File: config.mk
export PLATFORM = sky130hd
export DESIGN_NAME = pdll_ram
export DESIGN_NICKNAME = d
export VERILOG_FILES = /design/src/rtl/positional_doubly_linked_list_core_defines.svh /design/src/rtl/pdll_ram.sv
export SDC_FILE = /design/constraint.sdc
export NUM_CORES = 2
export LEC_CHECK = 0
export BUFFER_PORTS_ARGS = -buffer_cell sky130_fd_sc_hd__buf_2
export CAP_MARGIN = 15
export CORE_ASPECT_RATIO = 0.9
export CORE_UTILIZATION = 50
export CTS_BUF_LIST = sky130_fd_sc_hd__clkbuf_4 sky130_fd_sc_hd__clkbuf_8
export DETAILED_ROUTE_END_ITERATION = 12
export GPL_ROUTABILITY_DRIVEN = 0
export PLACE_DENSITY = 0.7
export SETUP_SLACK_MARGIN = 0.2
export SYNTH_ARGS = -nofsm -noshare
export SYNTH_HDL_FRONTEND = slang
export SYNTH_SLANG_ARGS = --single-unit
File: constraint.sdc
create_clock -name clk -period 2.82 [get_ports clk]
set_clock_uncertainty 0.15 [all_clocks]
set_input_delay 0.564 -clock clk [delete_from_list [all_inputs] [get_ports clk]]
set_output_delay 0.564 -clock clk [all_outputs]
set_load 0.01 [all_outputs]
File: src/rtl/positional_doubly_linked_list_core_defines.svh
// assertion macros for the positional doubly linked list core
// no dependencies; included by the files that carry assertions
`ifndef POSITIONAL_DOUBLY_LINKED_LIST_CORE_DEFINES_SVH
`define POSITIONAL_DOUBLY_LINKED_LIST_CORE_DEFINES_SVH
`ifndef SYNTHESIS
`define PDLL_ASSERT_IMP(name, clk, rst_n, ante, cons) \
	name: assert property (@(posedge clk) disable iff (!rst_n) (ante) |-> (cons)) \
		else $error("pdll assertion failed");
`define PDLL_ASSERT_NEXT(name, clk, rst_n, ante, cons) \
	name: assert property (@(posedge clk) disable iff (!rst_n) (ante) |=> (cons)) \
		else $error("pdll assertion failed");
`else
`define PDLL_ASSERT_IMP(name, clk, rst_n, ante, cons)
`define PDLL_ASSERT_NEXT(name, clk, rst_n, ante, cons)
`endif
`endif

File: src/rtl/pdll_ram.sv
// generic simple dual port ram, one write port and one registered read port
// no dependencies
`default_nettype none

module pdll_ram #(
	parameter int WIDTH = 8,
	parameter int DEPTH = 256
) (
	input  wire logic                     clk,
	input  wire logic                     we,
	input  wire logic [$clog2(DEPTH)-1:0] waddr,
	input  wire logic [WIDTH-1:0]         wdata,
	input  wire logic [$clog2(DEPTH)-1:0] raddr,
	output logic      [WIDTH-1:0]         rdata
);

	logic [WIDTH-1:0] mem [DEPTH];

	always_ff @(posedge clk) begin
		if (we) begin
			mem[waddr] <= wdata;
		end
		rdata <= mem[raddr];
	end

endmodule

`default_nettype wire

# Word level (Yosys, flattened, before mapping)
# Memory sizes are Yosys's and may differ from the RTL's. A register that Yosys moved wholly into a read port is not among the register bits.
# Index checks and enable logic that the tools add are counted.
# classes
muxes	2
# op_table
op	count
1-bit two-way mux	2
# totals
wordCells	3
out_inout_bits	8
regBits	0
mem_count	1
ramBits	2048
# memory_table
name	words	width	read_ports	rd_ports_with_merged_regs	wr	line	text
mem	256	8	1	1	1	pdll_ram.sv:17	logic [WIDTH-1:0] mem [DEPTH];

# Depth between registers and ports, before layout
# depth
depth_word	2
depth_mapped	11
ltp_nobuf	6

# Least setup slack after synthesis
# Ideal clock, no wire load.
# synth_path
path_kind	input -> register
start	input port raddr[0]
end	register rdata[2], read port of mem
n_path_buf	4
slack_ns	0.168
cell_stages	9
arrival_time_ns	2.371
cell_sequence	buf_6 -> buf_12 -> buf_8 -> buf_2 -> mux4_2 -> a22oi_1 -> a21oi_1 -> nor4_1 -> nor4_2
# synth_rtl
item	line	text
start, declared	pdll_ram.sv:13	input wire logic [$clog2(DEPTH)-1:0] raddr,
end, declared	pdll_ram.sv:14	output logic [WIDTH-1:0] rdata

==> metrics.txt <==
status=completed; Warnings, synthesis=0; Final Hold Slack=72.0 ps; CTS Buf Count=328; critical path required time=3580 ps; drt drc=0; Net Switching=13.3 mW; pins over their slew limit=0; TritonCTS clock tree=done; Synth cell types=55; Post-Syn Instances=3733; Data arrival, critical path=3320 ps; largest family of logic cells by synthesized area=multiplexers; layout cells sized above 1=0.355; Synth Area in Adders=0; fin crit period=2560 ps; RSZ-0062 raised after global routing=no; Reg power frac=0.549; number of port buffers=33; largest net degree at the start of global routing=105; # nets final=4617; Initial Util=0.505; core area=158000 um^2; worst hold path class=input port to register; Pint=48.2 mW; drt pass-1 iters=6; PwrDens=656 nW/um^2; syn_nets=3759; via count=41951; CTS max path bufs=4; post-detail-place hpwl=128 mm; # H-tree levels=5; Via-to-Cell Ratio=6.07; number of setup violations in the final report=0; Max IR drop VDD=0.000593 V; worst-path maximum fanout=1; Placed Instance Area=87600 um^2; synth cell count leaders=edfxtp_1, mux4_2, nor2_1, mux2i_1, a22oi_1; cell area after synthesis=79600 um^2; height of the die=380 um; Crit Path Category=register to register; portion of netlist area occupied by mux cells=0.146; Syn Area/Cell=21.3 um^2; CP Launch Type=register; fraction of registers with async set/reset=0; post-place setup slack=-1030 ps; Slew HR=0.456; worst-skew pair later-pin latency=1020 ps; Seq/Total Area, Yosys=0.775; CTS Sinks=2056; Synth Area in XOR/XNOR=0; DIE AREA=161000 um^2; clk root buf=clkbuf_8; clk slew on worst S/H paths=60 ps; Comb pwr share=0.058; Cell Rows=138; Leakage=30.7 nW; Seq cells post-synth=2056; Die Wd=422 um; Simple-Gate Fraction of Synth Area=0.0263; fin worst setup slack=260 ps; top-count cell post-synth=edfxtp_1; fin util=0.594; number of nets with antenna violations after detailed routing=0; Crit. Startpoint=mem[168][2]; Area Overhead vs Synth=17.8%; Ports=34; routed wire length=200 mm; Initial DRC Count=5378; initial antenna violation count=16; routed length per instance=28.9 um; Hold Fails Final Rpt=0; EDFF count, synth=2048; power share of the clock group=0.393; Critical Path End Type=register; ys flop type=edfxtp_1; Area contributors post-synth=edfxtp_1, mux4_2, mux2i_1, nor2_1, a22oi_1; GRT Total Usage=0.250; Final Cell Area=93700 um^2; setup bufs post-CTS=0; Slew @ Worst Pin=816 ps; R2R Path Start=mem[168][2]; hold path start=wdata[0]; sw frac=0.216; vias in the first global route=42149; Synth Area in Compound Gates=0.0342; leading area contributor after synthesis=edfxtp_1; period utilization=0.908; max-cap viol count=0; grt total ovfl=0; first-pass GRT wire length=290 mm; post-synth top area share=0.773; Power Total=61.4 mW; fmax=391 MHz
routing by layer:
layer	global-route usage	part of all wire	vias to the layer above
met2	0.387	0.47	2364
met5	0.00744	0.00090	-
met4	0.0878	0.034	6
met3	0.0547	0.10	426
li1	-	-	17431
met1	0.352	0.39	21724
flip-flops by register name, summed over array words and instances (netlist names):
register / cells
mem: 2048
rdata: 8
power groups by stage:
| stage | Clock, mW | Sequential, mW | Combinational, mW |
|---|---|---|---|
| global placement | 0 | 34.4 | 3.48 |
| detailed placement | 0 | 34.4 | 3.53 |
| CTS | 24.5 | 33.7 | 3.54 |
| floorplan | 0 | 34.4 | 1.64 |
| finish | 24.1 | 33.7 | 3.55 |
| global route | 25.8 | 33.7 | 3.72 |
cell usage in the layout (no fill, tap or decap), types with 28 or more instances in the layout:
cell type	count
mux4_2	454
clkbuf_4	91
o22ai_1	28
buf_4	635
clkbuf_8	344
clkinv_1	70
mux2i_1	134
nor2_1	279
o221ai_1	46
buf_12	89
a21oi_1	96
nand3_1	34
edfxtp_1	2048
a22oi_1	133
nand2_1	33
nor2b_1	28
final timing paths:
check          endpoint  slack, ps  depth (start not counted)
max            rdata[2]        260                          6
min          mem[69][0]         70                          1
max reg2reg    rdata[2]        260                          6
min reg2reg    rdata[3]        860                          7
repair_timing:
| item | in CTS | in global routing |
|---|---|---|
| hold endpoints to repair | 170 | 0 |
| endpoints found under the setup margin | 2 | 1 |
| hold buffers | 5 | 0 |
| resized for setup | 3 | 1 |
cell type report:
type	instances	area, um^2
flip-flops and latches	2056	61700
well taps	2100	2630
fillers	11023	63900
clock buffers	428	5320
repair buffers	761	6850
diodes	7	17.5
multi-input cells	1442	16500
clock inverters	111	713
inverters	2	7.51
logic make-up (layout without fill, tap and decap cells):
family	count (synthesis)	after routing
AND/OR/NAND/NOR	466	466
other	0	7
buffers and inverters	235	1302
flip-flops	2056	2056
multiplexers	591	591
AO/OA/AOI/OAI	385	385
stage by stage:
| step | instances | TNS (ps) |
|---|---|---|
| 4_1_cts | 6900 | 0 |
| 2_1_floorplan | 3733 | 0 |
| 5_1_grt | 6905 | 0 |
| 3_5_place_dp | 6356 | -5290 |
| 6_report | 6907 | 0 |
| 3_3_place_gp | 6355 | -5640 |
critical path, stage by stage (launching register included):
cell and delay, ps:
edfxtp_1 370, mux4_2 450, o21ai_0 630, a2111oi_0 260, nor3_1 370, buf_4 190
nor4_2 40
(Power assumes the default switching activity.)
